`config.mk`:
```
export PLATFORM = sky130hd
export DESIGN_NAME = double_ended_queue_top
export DESIGN_NICKNAME = d
export VERILOG_FILES = /design/src/design/deq_pkg.sv /design/src/design/deq_ctrl.sv /design/src/design/deq_dp.sv /design/src/design/double_ended_queue_top.sv
export SDC_FILE = /design/constraint.sdc
export NUM_CORES = 2
export LEC_CHECK = 0
export BUFFER_PORTS_ARGS = -buffer_cell sky130_fd_sc_hd__buf_2
export CAP_MARGIN = 20
export CORE_MARGIN = 4
export CORE_UTILIZATION = 45
export DETAILED_ROUTE_END_ITERATION = 7
export HOLD_SLACK_MARGIN = 0.03
export SKIP_CTS_REPAIR_TIMING = 1
export SYNTH_ARGS = -nofsm -noshare
export SYNTH_HDL_FRONTEND = slang
export SYNTH_HIERARCHICAL = 1
export SYNTH_SLANG_ARGS = --single-unit
```
`constraint.sdc`:
```
create_clock -name i_clk -period 11.7 [get_ports i_clk]
set_input_delay 2.34 -clock i_clk [delete_from_list [all_inputs] [get_ports i_clk]]
set_output_delay 2.34 -clock i_clk [all_outputs]
set_load 0.02 [all_outputs]
```
`src/design/deq_pkg.sv`:
```
// shared types and constants for the double-ended queue
// no dependencies; used by deq_ctrl, deq_dp and double_ended_queue_top
package deq_pkg;

    // default queue depth and word width
    localparam int DEQ_DEPTH = 64;
    localparam int DATA_W    = 32;
    localparam int CMD_W     = 3;
    localparam int STAT_W    = 2;

    // command codes carried on the input tuser
    typedef enum logic [CMD_W-1:0] {
        CMD_PUSH_FRONT = 3'd0,
        CMD_PUSH_REAR  = 3'd1,
        CMD_POP_FRONT  = 3'd2,
        CMD_POP_REAR   = 3'd3,
        CMD_DUMP       = 3'd4
    } t_cmd_code;

    // result status codes carried on the output tuser
    typedef enum logic [STAT_W-1:0] {
        ST_OK    = 2'd0,
        ST_UNDER = 2'd1,
        ST_OVER  = 2'd2,
        ST_EMPTY = 2'd3
    } t_status;

    // commands from the controller to the datapath
    typedef struct packed {
        logic    push_front;
        logic    push_rear;
        logic    pop_front;
        logic    pop_rear;
        logic    dump_start;
        logic    dump_next;
        logic    out_load;
        logic    out_from_mem;
        logic    out_last;
        t_status out_status;
    } t_dp_ctl;

    // status from the datapath to the controller
    typedef struct packed {
        logic full;
        logic empty;
        logic dump_last;
        logic out_free;
    } t_dp_stat;

endpackage

```
`src/design/deq_ctrl.sv`:
```
// controller state machine for the double-ended queue
// depends on deq_pkg; drives deq_dp through t_dp_ctl
module deq_ctrl (
    input  logic                   i_clk,
    input  logic                   i_rst_n,
    input  logic                   i_req_valid,
    input  logic [deq_pkg::CMD_W-1:0] i_req_cmd,
    output logic                   o_req_ready,
    input  deq_pkg::t_dp_stat      i_stat,
    output deq_pkg::t_dp_ctl       o_ctl
);

    typedef enum logic [1:0] {
        S_IDLE = 2'b01,
        S_READ = 2'b10
    } t_state;

    t_state r_state, n_state;
    // set while a pop is in flight, clear while a dump is
    logic   r_is_pop, n_is_pop;
    logic   w_accept;

    assign o_req_ready = (r_state == S_IDLE) && i_stat.out_free;
    assign w_accept    = i_req_valid && o_req_ready;

    // next state and datapath commands
    always_comb begin
        n_state = r_state;
        n_is_pop = r_is_pop;
        o_ctl = '0;
        o_ctl.out_status = deq_pkg::ST_OK;
        case (r_state)
            S_IDLE: begin
                if (w_accept) begin
                    case (deq_pkg::t_cmd_code'(i_req_cmd))
                        deq_pkg::CMD_PUSH_FRONT, deq_pkg::CMD_PUSH_REAR: begin
                            o_ctl.out_load = 1'b1;
                            o_ctl.out_last = 1'b1;
                            if (i_stat.full) begin
                                o_ctl.out_status = deq_pkg::ST_OVER;
                            end else if (i_req_cmd == deq_pkg::CMD_PUSH_FRONT) begin
                                o_ctl.push_front = 1'b1;
                            end else begin
                                o_ctl.push_rear = 1'b1;
                            end
                        end
                        deq_pkg::CMD_POP_FRONT, deq_pkg::CMD_POP_REAR: begin
                            if (i_stat.empty) begin
                                o_ctl.out_load   = 1'b1;
                                o_ctl.out_last   = 1'b1;
                                o_ctl.out_status = deq_pkg::ST_UNDER;
                            end else begin
                                o_ctl.pop_front = (i_req_cmd == deq_pkg::CMD_POP_FRONT);
                                o_ctl.pop_rear  = (i_req_cmd == deq_pkg::CMD_POP_REAR);
                                n_is_pop = 1'b1;
                                n_state  = S_READ;
                            end
                        end
                        deq_pkg::CMD_DUMP: begin
                            if (i_stat.empty) begin
                                o_ctl.out_load   = 1'b1;
                                o_ctl.out_last   = 1'b1;
                                o_ctl.out_status = deq_pkg::ST_EMPTY;
                            end else begin
                                o_ctl.dump_start = 1'b1;
                                n_is_pop = 1'b0;
                                n_state  = S_READ;
                            end
                        end
                        default: begin
                            // unused codes are taken and dropped
                        end
                    endcase
                end
            end
            S_READ: begin
                if (i_stat.out_free) begin
                    o_ctl.out_load     = 1'b1;
                    o_ctl.out_from_mem = 1'b1;
                    if (r_is_pop || i_stat.dump_last) begin
                        o_ctl.out_last = 1'b1;
                        n_state = S_IDLE;
                    end else begin
                        o_ctl.dump_next = 1'b1;
                    end
                end
            end
            default: begin
                n_state = S_IDLE;
            end
        endcase
    end

    // state registers
    always_ff @(posedge i_clk) begin
        if (!i_rst_n) begin
            r_state  <= S_IDLE;
            r_is_pop <= 1'b0;
        end else begin
            r_state  <= n_state;
            r_is_pop <= n_is_pop;
        end
    end

`ifndef SYNTHESIS
    // no new request is taken while a read is in flight
    a_no_accept_in_read: assert property (@(posedge i_clk) disable iff (!i_rst_n)
        (r_state == S_READ) |-> !o_req_ready)
        else $error("request accepted during read");
    // a pop leaves the read state after one result
    a_pop_single: assert property (@(posedge i_clk) disable iff (!i_rst_n)
        (r_state == S_READ && r_is_pop && i_stat.out_free) |=> (r_state == S_IDLE))
        else $error("pop gave more than one result");
    // at most one queue command is issued to the datapath at a time
    a_read_cmd_onehot: assert property (@(posedge i_clk) disable iff (!i_rst_n)
        $onehot0({o_ctl.pop_front, o_ctl.pop_rear, o_ctl.dump_start, o_ctl.dump_next,
                  o_ctl.push_front, o_ctl.push_rear}))
        else $error("conflicting datapath commands");
`endif

endmodule

```
`src/design/deq_dp.sv`:
```
// datapath for the double-ended queue: entry memory, head and count, output register
// depends on deq_pkg; commanded by deq_ctrl
module deq_dp #(
    parameter int DEPTH = deq_pkg::DEQ_DEPTH
) (
    input  logic                          i_clk,
    input  logic                          i_rst_n,
    input  deq_pkg::t_dp_ctl              i_ctl,
    output deq_pkg::t_dp_stat             o_stat,
    input  logic signed [deq_pkg::DATA_W-1:0] i_value,
    input  logic                          i_out_ready,
    output logic                          o_out_valid,
    output logic signed [deq_pkg::DATA_W-1:0] o_out_value,
    output logic [deq_pkg::STAT_W-1:0]    o_out_status,
    output logic                          o_out_last
);

    localparam int ADDR_W = $clog2(DEPTH);
    localparam int CNT_W  = $clog2(DEPTH + 1);

    logic [deq_pkg::DATA_W-1:0] r_mem [DEPTH];
    logic [deq_pkg::DATA_W-1:0] r_rd_data;
    logic [ADDR_W-1:0]          r_head, n_head;
    logic [CNT_W-1:0]           r_count, n_count;
    logic [CNT_W-1:0]           r_idx, n_idx;
    logic                       r_out_valid;
    logic [ADDR_W-1:0]          w_addr;
    logic                       w_wr_en, w_rd_en;

    // place of an entry at an offset from the head, wrapped at the depth
    function automatic logic [ADDR_W-1:0] slot(input logic [ADDR_W-1:0] h,
                                               input logic [CNT_W-1:0] off);
        logic [CNT_W:0] sum;
        sum = (CNT_W+1)'(h) + (CNT_W+1)'(off);
        if (sum >= (CNT_W+1)'(DEPTH)) begin
            sum = sum - (CNT_W+1)'(DEPTH);
        end
        return sum[ADDR_W-1:0];
    endfunction

    // status back to the controller
    assign o_stat.full      = (r_count == CNT_W'(DEPTH));
    assign o_stat.empty     = (r_count == '0);
    assign o_stat.dump_last = (r_idx == r_count);
    assign o_stat.out_free  = !r_out_valid || i_out_ready;

    // pointer updates and memory address
    always_comb begin
        n_head  = r_head;
        n_count = r_count;
        n_idx   = r_idx;
        w_addr  = r_head;
        w_wr_en = 1'b0;
        w_rd_en = 1'b0;
        if (i_ctl.push_front) begin
            n_head  = (r_head == '0) ? ADDR_W'(DEPTH - 1) : r_head - 1'b1;
            w_addr  = n_head;
            w_wr_en = 1'b1;
            n_count = r_count + 1'b1;
        end else if (i_ctl.push_rear) begin
            w_addr  = slot(r_head, r_count);
            w_wr_en = 1'b1;
            n_count = r_count + 1'b1;
        end else if (i_ctl.pop_front) begin
            w_addr  = r_head;
            w_rd_en = 1'b1;
            n_head  = (r_head == ADDR_W'(DEPTH - 1)) ? '0 : r_head + 1'b1;
            n_count = r_count - 1'b1;
        end else if (i_ctl.pop_rear) begin
            w_addr  = slot(r_head, r_count - 1'b1);
            w_rd_en = 1'b1;
            n_count = r_count - 1'b1;
        end else if (i_ctl.dump_start) begin
            w_addr  = r_head;
            w_rd_en = 1'b1;
            n_idx   = CNT_W'(1);
        end else if (i_ctl.dump_next) begin
            w_addr  = slot(r_head, r_idx);
            w_rd_en = 1'b1;
            n_idx   = r_idx + 1'b1;
        end
    end

    // entry memory, one port, registered read
    always_ff @(posedge i_clk) begin
        if (w_wr_en) begin
            r_mem[w_addr] <= i_value;
        end
        if (w_rd_en) begin
            r_rd_data <= r_mem[w_addr];
        end
    end

    // head, count and dump position
    always_ff @(posedge i_clk) begin
        if (!i_rst_n) begin
            r_head  <= '0;
            r_count <= '0;
            r_idx   <= '0;
        end else begin
            r_head  <= n_head;
            r_count <= n_count;
            r_idx   <= n_idx;
        end
    end

    // output register valid flag
    always_ff @(posedge i_clk) begin
        if (!i_rst_n) begin
            r_out_valid <= 1'b0;
        end else if (i_ctl.out_load) begin
            r_out_valid <= 1'b1;
        end else if (i_out_ready) begin
            r_out_valid <= 1'b0;
        end
    end

    // output register payload
    always_ff @(posedge i_clk) begin
        if (i_ctl.out_load) begin
            o_out_value  <= i_ctl.out_from_mem ? r_rd_data : '0;
            o_out_status <= i_ctl.out_status;
            o_out_last   <= i_ctl.out_last;
        end
    end

    assign o_out_valid = r_out_valid;

`ifndef SYNTHESIS
    // count stays within the depth
    a_count_range: assert property (@(posedge i_clk) disable iff (!i_rst_n)
        r_count <= CNT_W'(DEPTH))
        else $error("entry count beyond depth");
    // head stays inside the store
    a_head_range: assert property (@(posedge i_clk) disable iff (!i_rst_n)
        (CNT_W+1)'(r_head) < (CNT_W+1)'(DEPTH))
        else $error("head outside store");
    // a pending result is never overwritten
    a_no_overwrite: assert property (@(posedge i_clk) disable iff (!i_rst_n)
        i_ctl.out_load |-> (!r_out_valid || i_out_ready))
        else $error("output register overwritten");
    // the queue is unchanged while a dump walks it
    a_dump_stable: assert property (@(posedge i_clk) disable iff (!i_rst_n)
        i_ctl.dump_next |=> (r_count == $past(r_count) && r_head == $past(r_head)))
        else $error("queue changed during dump");
`endif

endmodule

```
`src/design/double_ended_queue_top.sv`:
```
// a push result is valid in the cycle after its request is taken; a pop result passes the
// registered memory read and then the output register, and no new request is taken while a
// pop or dump reads, set by the single registered read port of the entry memory
// reset (synchronous, active low) clears head, count, state and output valid;
// the entry memory is not cleared and needs no clearing pass
// top level of the double-ended queue; depends on deq_pkg, deq_ctrl and deq_dp
module double_ended_queue_top #(
    parameter int DEPTH = deq_pkg::DEQ_DEPTH
) (
    input  logic                          i_clk,
    input  logic                          i_rst_n,
    input  logic                          i_s_axis_tvalid,
    output logic                          o_s_axis_tready,
    // value[31:0]
    input  logic signed [deq_pkg::DATA_W-1:0] i_s_axis_tdata,
    // command[2:0]
    input  logic [deq_pkg::CMD_W-1:0]     i_s_axis_tuser,
    output logic                          o_m_axis_tvalid,
    input  logic                          i_m_axis_tready,
    // value_res[31:0]
    output logic signed [deq_pkg::DATA_W-1:0] o_m_axis_tdata,
    // status[1:0]
    output logic [deq_pkg::STAT_W-1:0]    o_m_axis_tuser,
    output logic                          o_m_axis_tlast
);

    deq_pkg::t_dp_ctl  w_ctl;
    deq_pkg::t_dp_stat w_stat;

    // controller
    deq_ctrl u_ctrl (
        .i_clk       (i_clk),
        .i_rst_n     (i_rst_n),
        .i_req_valid (i_s_axis_tvalid),
        .i_req_cmd   (i_s_axis_tuser),
        .o_req_ready (o_s_axis_tready),
        .i_stat      (w_stat),
        .o_ctl       (w_ctl)
    );

    // datapath
    deq_dp #(
        .DEPTH (DEPTH)
    ) u_dp (
        .i_clk        (i_clk),
        .i_rst_n      (i_rst_n),
        .i_ctl        (w_ctl),
        .o_stat       (w_stat),
        .i_value      (i_s_axis_tdata),
        .i_out_ready  (i_m_axis_tready),
        .o_out_valid  (o_m_axis_tvalid),
        .o_out_value  (o_m_axis_tdata),
        .o_out_status (o_m_axis_tuser),
        .o_out_last   (o_m_axis_tlast)
    );

endmodule

```
# Yosys cells after proc, flatten, opt, wreduce, memory -nomap -nowiden
# Memory sizes are Yosys's and may differ from the RTL's. A register that Yosys moved wholly into a read port is not among the register bits.
# Index checks and enable logic that the tools add are counted.
[totals] latch_bits=0 register_bits=59 ram_bits=2048 out_inout_bits=37 word_cells=132 n_memories=1 mem_bits_ro=0 inputBits=39
[memory_table] name="u_dp.r_mem" depth=64 word_bits=32 read_ports=1 rd_clocked_by_memory_dff=1 write_ports=1 line="deq_dp.sv:21" source="logic [deq_pkg::DATA_W-1:0] r_mem [DEPTH];"
[classes] n_div=0 addsub=11 n_bitwise=4 mul=0 order_cmp=3 n_eq_ne=17 shift=0 n_reduce_logical=21 muxes=66
[ops] operator="2-to-1 mux 6 bit" n=14
[ops] operator="2-to-1 mux 7 bit" n=6
[ops] operator="adder 6 x 7 -> 8 bit" n=3
[ops] operator="greater-or-equal comparator 8 x 7 -> 1 bit (second input constant)" n=3
[ops] operator="2-to-1 mux 1 bit" n=24
[ops] operator="subtractor 6 x 1 -> 6 bit (second input constant)" n=4
[ops] operator="2-to-1 mux 2 bit" n=10
[ops] operator="AND reduction 5 bit" n=3
[ops] operator="adder 7 x 1 -> 7 bit (second input constant)" n=2
[ops] operator="2-to-1 mux 5 bit" n=2
[ops] operator="2-to-1 mux 3 bit" n=3
[ops] operator="case mux 3 bit (3 select lines)" n=1
[ops] operator="!= test 2 x 1 -> 1 bit (second input constant)" n=4
[ops] operator="!= test 2 bit (second input constant)" n=4
[ops] operator="case mux 1 bit (2 select lines)" n=4
[ops] operator="nonzero test 2 bit" n=4
[ops] operator="equality test 7 bit" n=1
[ops] operator="equality test 7 bit (second input constant)" n=1
[ops] operator="logical NOT 7 bit" n=1
[ops] operator="subtractor 7 x 1 -> 7 bit (second input constant)" n=1
[ops] operator="adder 6 x 1 -> 6 bit (second input constant)" n=1
[ops] operator="equality test 3 x 2 -> 1 bit (second input constant)" n=2
[ops] operator="equality test 6 bit (second input constant)" n=1
[ops] operator="logical NOT 6 bit" n=1
[ops] operator="other kinds (15)" n=22

# Longest topological paths before layout
[depth] ltp_word=11 ltp_mapped=21 mapped_depth_nobuf=15

# Hierarchy
# The synthesis kept the hierarchy.
[by_module_without_submodules] module="deq_dp" area_per_inst_um2=83042.1 seq_area_each_um2=63931.3 instances=1 cells_each=5401
[by_module_without_submodules] module="deq_ctrl" area_per_inst_um2=331.6 seq_area_each_um2=60.1 instances=1 cells_each=47

# Least setup slack after synthesis
# OpenSTA, ideal clock, no wires.
[synth_path] kind="input-to-reg" start="in i_m_axis_tready" end="mem u_dp/r_mem[10][0] (netlist bit), enable pin" path_slack_ns=4.591 path_buffers=4 cell_stages=13 required_ns=11.279 setup_time_ns=0.421 arrival_ns=6.688 cell_sequence="nand2b_1 -> nand4b_1 -> nor3_1 -> or3b_2 -> a311o_1 -> o211a_1 -> buf_4 -> nor3_2 -> buf_2 -> buf_4 -> buf_2 -> nand2_1 -> nor2_1"
[synth_lines] element="start, declared" line="double_ended_queue_top.sv:19" source="input logic i_m_axis_tready,"
[synth_lines] element="end, declared" line="deq_dp.sv:21"

==> metrics <==
outcome finished with violations; failing checks design-rule violations; Synth Cell Area 83400 um2; clk slew on worst S/H paths 0.06 ns; Worst EP arrival 8.19 ns; Setup-failing EPs final 0; WP data required 12.23 ns; syn_nets 5514; Overflow after GRT 0; Seq/Total Area, Yosys 76.8%; Worst-Skew Late Latency 0.88 ns; Worst Reg-to-Reg Cells 18; Final HPWL DP 159000 um; CP endpoint kind register; max_slew headroom 20.5%; Placeable Area 184000 um2; Post-Route Utilization 51.3%; Synth warnings 6; Routed Antenna Nets 0; die width 438 um; worst-path maximum fanout 39; FMAX 0.131 GHz; wire per inst 35.1 um; most used cell along the critical path buf_4; async set-reset flop share out of synthesis 0%; measured slew at the worst slew-check pin 1.18 ns; # port buffers 75; Fin Setup TNS 0 ns; pwr dens 185 nW/um2; Startpoint Class primary input; Vias 53900; Reg2Reg Launch Point u_dp/r_count[1]; CP Class in -> reg; synthesized netlist cell count 5448; initial antenna violation count 35; Routed WL 289000 um; Max H-tree Level 4; Synth-to-Final Area Change 13.0%; leakage 30.1 nW; IO Pins 76; hold path cells 2; CTS sink cnt 2139; Peak VDD IR 166 uV; hold_sp u_ctrl/r_state[1]; total track usage 29.4%; clock tree buffer depth 3; skew final 0.0580 ns; largest net degree at the start of global routing 106; FILL cells 15100; Total Nets Final 5642; Yosys cell types 87; syn_area_per_cell 15.3 um2; Synth Register Bits 2139; final worst path period share 65.5%; RSZ-0062 raised after global routing false; Hold Crit Endpoint u_ctrl/r_state[1]; top_reg_cell synth edfxtp_1; final hold violation count 0; layout cell share with drive strength beyond 1 12.7%; MaxCap Viol Count 0; Residual DRC 2; Period minus WS final 7.66 ns; GPL Wtd Cong 0.874; First DRT Iteration DRCs 9366; CTS Buf Count 209; FP Rows 157; Initial Util 45.4%; Final Max Tran Viols 0; DR vias/cell 6.55; TritonCTS clock tree done; R2R Setup Slk 4.84 ns; Hold WC Path Type reg -> reg; TritonRoute pass-1 iters 8; worst hold slack 0.494 ns; critical path's slowest cell and2_1; CP max stage delay 0.71 ns; die height 438 um; crit-path cells buf_2 > nand2b_1 > nand3_1 > nor4_1 > and2_1 > or2_2 > a221o_1 > o211a_4 > buf_4 > nor2_4 > buf_4 > a22o_1 > a221oi_1 > a31oi_1 > a22oi_1 > o311ai_0; Root Buffer clkbuf_16; number of synthesized flops with an enable pin 2115; first-pass GRT wire length 400000 um; die area 192000 um2; vias in the first global route 50300; R2R Path End u_dp/r_rd_data[24]; total power 17.4 mW
[synth_stat cells, drive strengths merged (8+ instances only)]
master / count / area (um2)
o22ai: 27 / 169
clkbuf: 100 / 375
o2111ai: 12 / 105
a31oi: 45 / 297
nor2b: 8 / 50.1
xor2: 11 / 96.3
nand2: 846 / 3180
mux2: 47 / 529
nand3: 154 / 771
a311oi: 19 / 166
and3: 20 / 125
a211o: 13 / 114
ha: 24 / 300
o211ai: 55 / 437
mux2i: 139 / 1390
a221oi: 168 / 1480
a221o: 25 / 250
nand2b: 9 / 56.3
dfxtp: 24 / 480
a21oi: 403 / 2020
a2111oi: 26 / 240
inv: 21 / 78.8
o21ai: 144 / 721
a22o: 43 / 377
buf: 267 / 1330
o2bb2ai: 23 / 201
a211oi: 117 / 878
edfxtp: 2115 / 63500
a22oi: 120 / 901
or3: 9 / 56.3
a32oi: 16 / 140
xnor2: 18 / 158
and2: 44 / 275
nor3: 40 / 220
nor2: 129 / 492
or4: 8 / 63.8
nor4: 9 / 56.3
o221ai: 28 / 245
nand4: 34 / 213
[worst max-delay path by stage]
stage	from	endpoint	slack (ns)	depth (start not counted)
4_1_cts	i_m_axis_tready	u_dp/r_rd_data[14]	3.93	16
3_3_place_gp	i_m_axis_tready	u_dp/r_rd_data[14]	3.17	16
6_report	i_m_axis_tready	u_dp/r_rd_data[30]	4.04	16
5_1_grt	i_m_axis_tready	u_dp/r_rd_data[30]	3.96	16
3_5_place_dp	i_m_axis_tready	u_dp/r_rd_data[14]	3.06	16
2_1_floorplan	i_m_axis_tready	u_dp/r_mem[10][0]	4.59	13
[metal layers]
| metal | share of wire (%) | up-vias | wire [um] | global-route usage [%] |
|---|---|---|---|---|
| met5 | 0.054 | - | 155 | 0 |
| met4 | 3.9 | 22 | 11100 | 10.8 |
| met3 | 14 | 637 | 39500 | 8.11 |
| met2 | 45 | 4161 | 130000 | 44.5 |
| met1 | 38 | 27400 | 108000 | 40.9 |
| li1 | - | 21700 | - | - |
[per-stage QoR]
stage | instances | setup slack [ns] | instance area (um2)
floorplan | 5448 | 4.59 | 83400
CTS | 8208 | 3.93 | 94100
finish | 8223 | 4.04 | 94200
global placement | 7813 | 3.17 | 87400
global route | 8216 | 3.96 | 94200
detailed placement | 7822 | 3.06 | 87500
[state kept, by name (all words and copies together) (netlist names)]
name / cells
u_dp/r_count: 7
u_dp/o_out_last: 1
u_ctrl/r_state: 2
u_dp/o_out_value: 32
u_dp/o_out_status: 2
u_dp/r_mem: 2048
u_dp/o_out_valid: 1
u_dp/r_rd_data: 32
u_dp/r_head: 6
u_dp/r_idx: 7
u_ctrl/r_is_pop: 1
[power by group]
part           internal, mW  leakage (nW)  switching (mW)
logic                 0.600          7.69            1.80
registers              8.49          19.2          0.0318
clock network          3.59          3.19            2.93
[critical path, delay by kind of cell]
| kind | cells | cell delay, ns |
|---|---|---|
| compound gates | 7 | 2.51 |
| buf+inv | 3 | 1.01 |
| simple gates | 6 | 2.19 |
[cells by family (layout without fill, tap and decap cells)]
group           Yosys count  in the layout  synth area share, %
xor+xnor                 29             29                0.305
compound gates         1346           1346                 11.1
mux                     188            188                 2.36
simple gates           1331           1331                 6.87
buf+inv                 388            691                 2.14
fa+ha+maj                27             27                0.432
other cells               0              8                    0
flops                  2139           2139                 76.8
[layout by cell type (no fill, tap or decap), types with 35 or more instances in the layout]
master	instances
o21ai_0	144
mux2_2	47
clkbuf_1	53
clkbuf_16	209
mux2i_1	139
a22oi_1	120
clkinv_2	35
and2_1	43
buf_2	76
nor2_1	52
a21oi_1	401
nand2_1	838
edfxtp_1	2115
a22o_1	43
nand3_1	153
o211ai_1	52
buf_4	187
clkinv_1	59
a211oi_1	117
a221oi_1	167
nor2_4	76
a31oi_1	44
[final cells by class]
type	instances	area (um2)	share of cell area, %
Sequential cell	2139	64000	67.9
Clock inverter	124	1130	1.19
Multi-Input combinational cell	2921	18300	19.4
Antenna cell	8	20.0	0.0212
Clock buffer	262	5430	5.76
Timing Repair Buffer	284	2200	2.33
Inverter	21	78.8	0.0836
Tap cell	2464	3080	3.27
Power figures use the tool's default switching activity.
